`src/rtl/periodic_task_tick_scheduler_defines.svh`:
```
// Assertion macros for the periodic task tick scheduler.
// Depends on a clk and an active-low rst_n in the scope of each use.
`ifndef PERIODIC_TASK_TICK_SCHEDULER_DEFINES_SVH
`define PERIODIC_TASK_TICK_SCHEDULER_DEFINES_SVH
`ifndef NO_ASSERTIONS
`define PTTS_ASSERT(lbl, expr, msg) \
    lbl: assert property (@(posedge clk) disable iff (!rst_n) (expr)) else $error(msg);
`define PTTS_ASSERT_IMP(lbl, ante, cons, msg) \
    lbl: assert property (@(posedge clk) disable iff (!rst_n) (ante) |-> (cons)) \
        else $error(msg);
`else
`define PTTS_ASSERT(lbl, expr, msg)
`define PTTS_ASSERT_IMP(lbl, ante, cons, msg)
`endif
`endif

```
`src/rtl/ptts_pkg.sv`:
```
// Shared types and codes of the periodic task tick scheduler.
// No dependencies.
package ptts_pkg;

    localparam logic [2:0] OP_TICK    = 3'd0;
    localparam logic [2:0] OP_CREATE  = 3'd1;
    localparam logic [2:0] OP_SUSPEND = 3'd2;
    localparam logic [2:0] OP_RESUME  = 3'd3;
    localparam logic [2:0] OP_DELETE  = 3'd4;

    localparam int SLOT_W  = 3;
    localparam int COUNT_W = 16;

    typedef struct packed {
        logic               create;
        logic               suspend;
        logic               resume;
        logic               remove;
        logic [COUNT_W-1:0] period;
        logic [COUNT_W-1:0] first_delay;
    } cell_cmd_t;

endpackage

```
`src/rtl/periodic_task_tick_scheduler.sv`:
```
// Top level of the periodic task tick scheduler: command decode, scan control
// and result register over a chain of ptts_cell; depends on ptts_pkg.
//
// channel  handshake            fields
// request  req_valid/req_stall  op, slot, has_handler, period, first_delay
// result   res_valid/res_stall  task_slot, fired, status, stored, last
//
// Create, suspend, resume and delete each give one result.
// A tick moves a token down the cell chain one cell a cycle while the result
// side does not stall.
// Reset clears every slot at once; no clearing pass.
// A stalled result holds the scan in place.
`include "periodic_task_tick_scheduler_defines.svh"
module periodic_task_tick_scheduler
    import ptts_pkg::*;
#(
    parameter int TASK_COUNT = 8
)
(
    input  logic               clk,
    input  logic               rst_n,
    input  logic               req_valid,
    output logic               req_stall,
    input  logic [2:0]         op,
    input  logic [SLOT_W-1:0]  slot,
    input  logic               has_handler,
    input  logic [COUNT_W-1:0] period,
    input  logic [COUNT_W-1:0] first_delay,
    output logic               res_valid,
    input  logic               res_stall,
    output logic [SLOT_W-1:0]  task_slot,
    output logic               fired,
    output logic               status,
    output logic               stored,
    output logic               last
);

    localparam int IDX_W = (TASK_COUNT > 1) ? $clog2(TASK_COUNT) : 1;

    typedef enum logic [2:0] {
        ST_IDLE  = 3'b001,
        ST_SCAN  = 3'b010,
        ST_FLUSH = 3'b100
    } state_t;

    state_t              state_reg, state_next;
    logic [IDX_W-1:0]    idx_reg, idx_next;
    logic                pend_reg, pend_next;
    logic [SLOT_W-1:0]   pend_slot_reg, pend_slot_next;
    logic                out_valid_reg, out_valid_next;
    logic [SLOT_W-1:0]   out_slot_reg, out_slot_next;
    logic                out_fired_reg, out_fired_next;
    logic                out_status_reg, out_status_next;
    logic                out_stored_reg, out_stored_next;
    logic                out_last_reg, out_last_next;

    logic                out_free;
    logic                accept;
    logic                accept_tick;
    logic                step;
    logic                any_fire;
    logic                free_hit;
    cell_cmd_t           cmd;
    logic [TASK_COUNT-1:0] sel_vec;
    logic [TASK_COUNT-1:0] token_vec;
    logic [TASK_COUNT-1:0] fire_vec;
    logic [TASK_COUNT-1:0] handler_vec;

    assign out_free    = !out_valid_reg || !res_stall;
    assign req_stall   = (state_reg != ST_IDLE) || !out_free;
    assign accept      = req_valid && !req_stall;
    assign accept_tick = accept && (op == OP_TICK);
    assign step        = accept_tick || ((state_reg == ST_SCAN) && out_free);
    assign any_fire    = |fire_vec;
    assign free_hit    = |(sel_vec & ~handler_vec);

    assign cmd.create      = accept && (op == OP_CREATE) && has_handler;
    assign cmd.suspend     = accept && (op == OP_SUSPEND);
    assign cmd.resume      = accept && (op == OP_RESUME);
    assign cmd.remove      = accept && (op == OP_DELETE);
    assign cmd.period      = period;
    assign cmd.first_delay = first_delay;

    genvar gi;
    generate
        for (gi = 0; gi < TASK_COUNT; gi++)
        begin : g_cell
            logic tok_in;
            if (gi == 0)
            begin : g_head
                assign tok_in = accept_tick;
            end
            else
            begin : g_link
                assign tok_in = token_vec[gi-1];
            end
            assign sel_vec[gi] = (int'(slot) == gi);
            ptts_cell u_cell (
                .clk       (clk),
                .rst_n     (rst_n),
                .cmd       (cmd),
                .sel       (sel_vec[gi]),
                .step      (step),
                .token_in  (tok_in),
                .token_out (token_vec[gi]),
                .fire      (fire_vec[gi]),
                .handler   (handler_vec[gi])
            );
        end
    endgenerate

    always_comb
    begin
        state_next      = state_reg;
        idx_next        = idx_reg;
        pend_next       = pend_reg;
        pend_slot_next  = pend_slot_reg;
        out_valid_next  = out_valid_reg && res_stall;
        out_slot_next   = out_slot_reg;
        out_fired_next  = out_fired_reg;
        out_status_next = out_status_reg;
        out_stored_next = out_stored_reg;
        out_last_next   = out_last_reg;
        case (state_reg)
            ST_IDLE:
            begin
                if (accept)
                begin
                    if (op == OP_TICK)
                    begin
                        state_next = ST_SCAN;
                        idx_next   = '0;
                        pend_next  = 1'b0;
                    end
                    else if (op == OP_CREATE || op == OP_SUSPEND ||
                             op == OP_RESUME || op == OP_DELETE)
                    begin
                        out_valid_next  = 1'b1;
                        out_slot_next   = slot;
                        out_fired_next  = 1'b0;
                        out_status_next = (op == OP_CREATE) && !has_handler;
                        out_stored_next = (op == OP_CREATE) && has_handler && free_hit;
                        out_last_next   = 1'b1;
                    end
                end
            end
            ST_SCAN:
            begin
                if (out_free)
                begin
                    if (any_fire)
                    begin
                        if (pend_reg)
                        begin
                            out_valid_next  = 1'b1;
                            out_slot_next   = pend_slot_reg;
                            out_fired_next  = 1'b1;
                            out_status_next = 1'b0;
                            out_stored_next = 1'b0;
                            out_last_next   = 1'b0;
                        end
                        pend_next      = 1'b1;
                        pend_slot_next = SLOT_W'(idx_reg);
                    end
                    idx_next = idx_reg + IDX_W'(1);
                    if (token_vec[TASK_COUNT-1])
                    begin
                        state_next = ST_FLUSH;
                    end
                end
            end
            ST_FLUSH:
            begin
                if (out_free)
                begin
                    if (pend_reg)
                    begin
                        out_valid_next  = 1'b1;
                        out_slot_next   = pend_slot_reg;
                        out_fired_next  = 1'b1;
                        out_status_next = 1'b0;
                        out_stored_next = 1'b0;
                        out_last_next   = 1'b1;
                    end
                    pend_next  = 1'b0;
                    state_next = ST_IDLE;
                end
            end
            default:
            begin
                state_next = ST_IDLE;
            end
        endcase
    end

    always_ff @(posedge clk or negedge rst_n)
    begin
        if (!rst_n)
        begin
            state_reg     <= ST_IDLE;
            idx_reg       <= '0;
            pend_reg      <= 1'b0;
            out_valid_reg <= 1'b0;
        end
        else
        begin
            state_reg     <= state_next;
            idx_reg       <= idx_next;
            pend_reg      <= pend_next;
            out_valid_reg <= out_valid_next;
        end
    end

    always_ff @(posedge clk)
    begin
        pend_slot_reg  <= pend_slot_next;
        out_slot_reg   <= out_slot_next;
        out_fired_reg  <= out_fired_next;
        out_status_reg <= out_status_next;
        out_stored_reg <= out_stored_next;
        out_last_reg   <= out_last_next;
    end

    assign res_valid = out_valid_reg;
    assign task_slot = out_slot_reg;
    assign fired     = out_fired_reg;
    assign status    = out_status_reg;
    assign stored    = out_stored_reg;
    assign last      = out_last_reg;

    `PTTS_ASSERT(a_token_single, $onehot0(token_vec), "more than one scan token")
    `PTTS_ASSERT(a_fire_single, $onehot0(fire_vec), "more than one cell firing")
    `PTTS_ASSERT_IMP(a_scan_token, state_reg == ST_SCAN, token_vec != '0, "scan lost its token")
    `PTTS_ASSERT_IMP(a_idle_token, state_reg != ST_SCAN, token_vec == '0, "token outside scan")
    `PTTS_ASSERT_IMP(a_busy_stall, state_reg != ST_IDLE, req_stall, "request taken while busy")

endmodule

```
`src/rtl/ptts_cell.sv`:
```
// One task slot: handler, suspend flag, period and countdown.
// Passes the scan token to its neighbor; depends on ptts_pkg.
module ptts_cell
    import ptts_pkg::*;
(
    input  logic      clk,
    input  logic      rst_n,
    input  cell_cmd_t cmd,
    input  logic      sel,
    input  logic      step,
    input  logic      token_in,
    output logic      token_out,
    output logic      fire,
    output logic      handler
);

    logic               token_reg;
    logic               handler_reg;
    logic               susp_reg;
    logic [COUNT_W-1:0] period_reg;
    logic [COUNT_W-1:0] count_reg;
    logic               active;

    assign active    = token_reg && step && !susp_reg;
    assign token_out = token_reg;
    assign fire      = token_reg && !susp_reg && handler_reg && (count_reg == '0);
    assign handler   = handler_reg;

    always_ff @(posedge clk or negedge rst_n)
    begin
        if (!rst_n)
        begin
            token_reg   <= 1'b0;
            handler_reg <= 1'b0;
            susp_reg    <= 1'b0;
            period_reg  <= '0;
            count_reg   <= '0;
        end
        else
        begin
            if (step)
            begin
                token_reg <= token_in;
            end
            if (active)
            begin
                if (count_reg == '0)
                begin
                    count_reg <= period_reg - COUNT_W'(1);
                end
                else
                begin
                    count_reg <= count_reg - COUNT_W'(1);
                end
            end
            if (sel)
            begin
                if (cmd.create && !handler_reg)
                begin
                    handler_reg <= 1'b1;
                    susp_reg    <= 1'b0;
                    period_reg  <= cmd.period;
                    count_reg   <= cmd.first_delay;
                end
                if (cmd.suspend)
                begin
                    susp_reg <= 1'b1;
                end
                if (cmd.resume)
                begin
                    susp_reg <= 1'b0;
                end
                if (cmd.remove)
                begin
                    handler_reg <= 1'b0;
                end
            end
        end
    end

endmodule
```
`config.mk`:
```
export PLATFORM = sky130hd
export DESIGN_NAME = periodic_task_tick_scheduler
export DESIGN_NICKNAME = d
export VERILOG_FILES = /design/src/rtl/ptts_pkg.sv /design/src/rtl/periodic_task_tick_scheduler.sv /design/src/rtl/ptts_cell.sv
export VERILOG_INCLUDE_DIRS = /design/src /design/src/rtl
export SDC_FILE = /design/constraint.sdc
export NUM_CORES = 1
export LEC_CHECK = 0
export BUFFER_PORTS_ARGS = -buffer_cell sky130_fd_sc_hd__buf_2
export CORE_MARGIN = 1.5
export CORE_UTILIZATION = 35
export DETAILED_ROUTE_END_ITERATION = 8
export GPL_TIMING_DRIVEN = 0
export PLACE_DENSITY = 0.53
export SLEW_MARGIN = 20
export SYNTH_ARGS = -nofsm -noshare
export SYNTH_HDL_FRONTEND = slang
export SYNTH_SLANG_ARGS = --single-unit
```
`constraint.sdc`:
```
create_clock -name clk -period 4.55 [get_ports clk]
set_input_delay 0.6825 -clock clk [delete_from_list [all_inputs] [get_ports clk]]
set_output_delay 0.6825 -clock clk [all_outputs]
set_load 0.02 [all_outputs]
```
==> flow_metrics.py <==
metrics = {
    "outcome": {
        "status": "finished clean",
    },
    "yosys": {
        "synth_top_family_by_area": "simple AND/OR/NAND/NOR gates",
        "synth_flop_cell": "dfrtp_1",
        "syn-num-nets": 2026,
        "netlist_area_um2": 17800,
        "syn_area_per_cell_um2": 9.020,
        "muxShareOfSynthArea_pct": 7.955,
        "yosysWarnings": 0,
        "synth_cell_type_count": 100,
        "synth_common_cells": "dfrtp_1 (287), nand2_1 (249), nor2_1 (147)",
        "synthSimpleGateAreaFrac_pct": 22.47,
        "synth_top_area_share_pct": 40.34,
        "yosysMostFrequentCell": "dfrtp_1",
        "netlist_top_cells_area": "dfrtp_1 (40%), mux2_2 (6.6%), nand2_1 (5.2%)",
        "synth_area_leader_cell": "dfrtp_1",
        "synth-xor-area-share_pct": 1.427,
        "synth_edf_count": 10,
        "synth-compound-area-share_pct": 22.02,
        "async_reset_ff_share_pct": 96.64,
        "synth_seq_cells": 298,
        "synth_cells": 1974,
        "yosysSeqAreaShare_pct": 42.17,
        "synthAdderAreaFrac_pct": 0.6325,
    },
    "worst_setup_path": {
        "cp-end-kind": "flop",
        "worst-endpoint-arrival_ns": 4.55,
        "max_stage_delay_ns": 0.74,
        "crit_type": "flop to flop",
        "worstPathRequired_ns": 5.02,
        "cpMaxStageDelayCell": "nor2_1",
        "crit_chain": "nor3_1 -> nand4_1 -> nor2_1 -> buf_2 -> a21oi_1 -> ha_1 -> or3b_1 -> nor3_1 -> o311ai_2 -> a2111oi_0 -> xor2_1 -> o21ai_1",
        "critPathMaxFanout": 10,
        "cpMostUsedCell": "nor3_1",
        "startpoint_type": "flop",
    },
    "floorplan": {
        "pin_count": 52,
        "dieArea_um2": 52230,
        "rows": 82,
        "core_um2": 50170,
        "start_util_pct": 35.49,
        "fp.dieH_um": 228.5,
        "die_x_um": 228.5,
    },
    "sta": {
        "rsz0062_at_grt": "no",
        "setup_tns_ns": 0,
        "period_share_pct": 89.71,
        "final-setup-viol-count": 0,
        "relSlewSlack_pct": 16.68,
        "fin_crit_ns": 4.082,
        "drv_slew": 0,
        "finClkSkew_ns": 0.02422,
        "hold_violations": 0,
        "fmax_mhz": 245.0,
        "worst_pin_slew_ns": 1.250,
        "hold_ws_ns": 0.02009,
        "fin_ws_ns": 0.4681,
    },
    "placed_design": {
        "hpwl_mm": 44.04,
        "port_buffers": 36,
        "place_congestion": 0.8882,
        "post-place-ws_ns": 0.5281,
        "place_area_um2": 18930,
    },
    "power_and_ir_drop": {
        "leakage_uw": 0.008685,
        "p_per_area_nw_per_um2": 518.3,
        "peakVddDrop_uv": 256.1,
    },
    "detailed_routing": {
        "drc": 0,
        "first_pass_iters": 6,
        "ant_nets": 0,
        "via_count": 17080,
        "routedWlPerCell_um": 23.95,
        "drt_wl_total_mm": 65.93,
        "dr.first_iter.drc_count": 1851,
        "drt-vias-per-instance": 6.205,
    },
    "final_layout": {
        "final_nets": 2105,
        "fillers": 4937,
        "area_delta_synth_final_pct": 13.97,
        "drive_gt1_share_pct": 14.46,
        "final_area_um2": 20290,
        "antenna-diode-count": 0,
    },
    "clock_tree": {
        "cts_resized": 0,
        "cts.sinks": 298,
        "cts_setup_buffers": 0,
        "clk_latency_ns": 0.56,
        "clk_pin_slew_worst_paths_ns": 0.06,
        "cts_tree": "built",
        "clock-root-buffer": "clkbuf_16",
        "htreeDepth": 2,
        "hold_buffers": 0,
        "cts_buffers": 38,
        "cts_max_path_buffers": 3,
    },
    "grt": {
        "grt_pass1_wl_mm": 101.3,
        "first_global_vias": 16090,
        "antenna_found_initial": 2,
        "grt_max_degree": 84,
        "gr-total-overflow": 0,
        "grtUsageTotal_pct": 24.99,
    },
    "job": {
        "cap_violations": 0,
    },
    "hold_path": {
        "worstHoldPathType": "input pin to asynchronous set/reset pin",
    },
}
==> worst paths after layout <==
path,from,slack (ns),depth (start not counted),endpoint
worst min-delay path,rst_n,0.02,1,g_cell[1].u_cell.period_reg[7]$_DFFE_PN0P_
max in group asynchronous,rst_n,3.29,3,g_cell[3].u_cell.count_reg[11]$_DFF_PN0_
min in group clk,has_handler,0.43,2,status$_SDFFCE_PN0P_
worst max register to register,g_cell[6].u_cell.count_reg[1]$_DFF_PN0_,0.47,12,g_cell[6].u_cell.count_reg[10]$_DFF_PN0_
worst min register to register,idx_reg[1]$_DFFE_PN0P_,0.48,0,pend_slot_reg[1]$_DFFE_PP_
worst max-delay path,g_cell[6].u_cell.count_reg[1]$_DFF_PN0_,0.47,12,g_cell[6].u_cell.count_reg[10]$_DFF_PN0_
==> layer usage <==
layer  part of all wire, %  global-route usage [%]  up-vias  routed length [um]
met5                     0                       0        -                   0
met4                   3.9                   9.334        0                2542
met3                   6.5                   3.855      129                4314
met2                    43                   37.54      719               28410
met1                    47                   36.06     8564               30660
li1                      -                       -     7670                   -
==> where the power goes <==
group / total (uW) / internal (uW) / switching, uW / leakage [uW]
Clock: 3300 / 2030 / 1260 / 0.000660
Combinational: 3730 / 1380 / 2350 / 0.00404
Sequential: 3490 / 3030 / 459 / 0.00398
==> cell usage in the layout (no fill, tap or decap), drive strengths merged, types with 8 or more instances in the layout <==
cell	Yosys	routed
nand2	249	249
nand2b	10	10
nor2	149	149
a31oi	35	35
nand3	73	73
a21boi	21	21
a21o	9	9
o311ai	11	11
buf	52	91
nand4	20	20
o22ai	24	24
a211o	16	16
nor3b	12	12
dfrtp	287	287
or4	36	36
o211ai	25	25
mux2	108	108
nor2b	15	15
o22a	9	9
a22oi	42	42
nor4	50	50
nand4b	8	8
xnor2	17	17
and2	12	12
a21oi	132	132
or3	29	29
mux2i	20	20
nor3	64	64
edfxtp	10	10
ha	9	9
clkbuf	62	113
xor2	12	12
nand3b	10	10
o21ai	136	136
and3	22	22
inv	23	25
o31ai	25	25
a211oi	11	11
o41ai	8	8
==> cells by family after synthesis <==
logic type / Yosys count
mux: 128
simple gates: 784
compound gates: 589
flops: 298
buf+inv: 137
fa+ha+maj: 9
xor+xnor: 29
==> through the flow <==
stage | power [uW] | util, % | cells
after floorplan | 6107 | - | 1974
after global placement | 7091 | 37.52 | 2682
after detailed placement | 7144 | 37.73 | 2685
after CTS | 10480 | 40.45 | 2753
after global routing | 11080 | 40.45 | 2753
final | 10520 | 40.45 | 2753
==> area by class of cell <==
type	count	area [um^2]	share of cell area, %
Inverter	23	86.33	0.4255
Clock buffer	51	1132	5.580
Buffer	114	511.7	2.522
Sequential cell	298	7508	37.00
Tap cell	672	840.8	4.144
Multi-Input combinational cell	1539	9709	47.85
Timing Repair Buffer	39	272.8	1.344
Clock inverter	17	230.2	1.135
==> worst max-delay path, delay by kind of cell (launching register included) <==
| family | cells | cell delay [ns] |
|---|---|---|
| compound gates | 4 | 0.65 |
| xor+xnor | 1 | 0.22 |
| fa+ha+maj | 1 | 0.24 |
| buf+inv | 1 | 0.40 |
| flops | 1 | 0.40 |
| simple gates | 5 | 2.09 |
No activity file was read; power rests on OpenSTA's default activity.
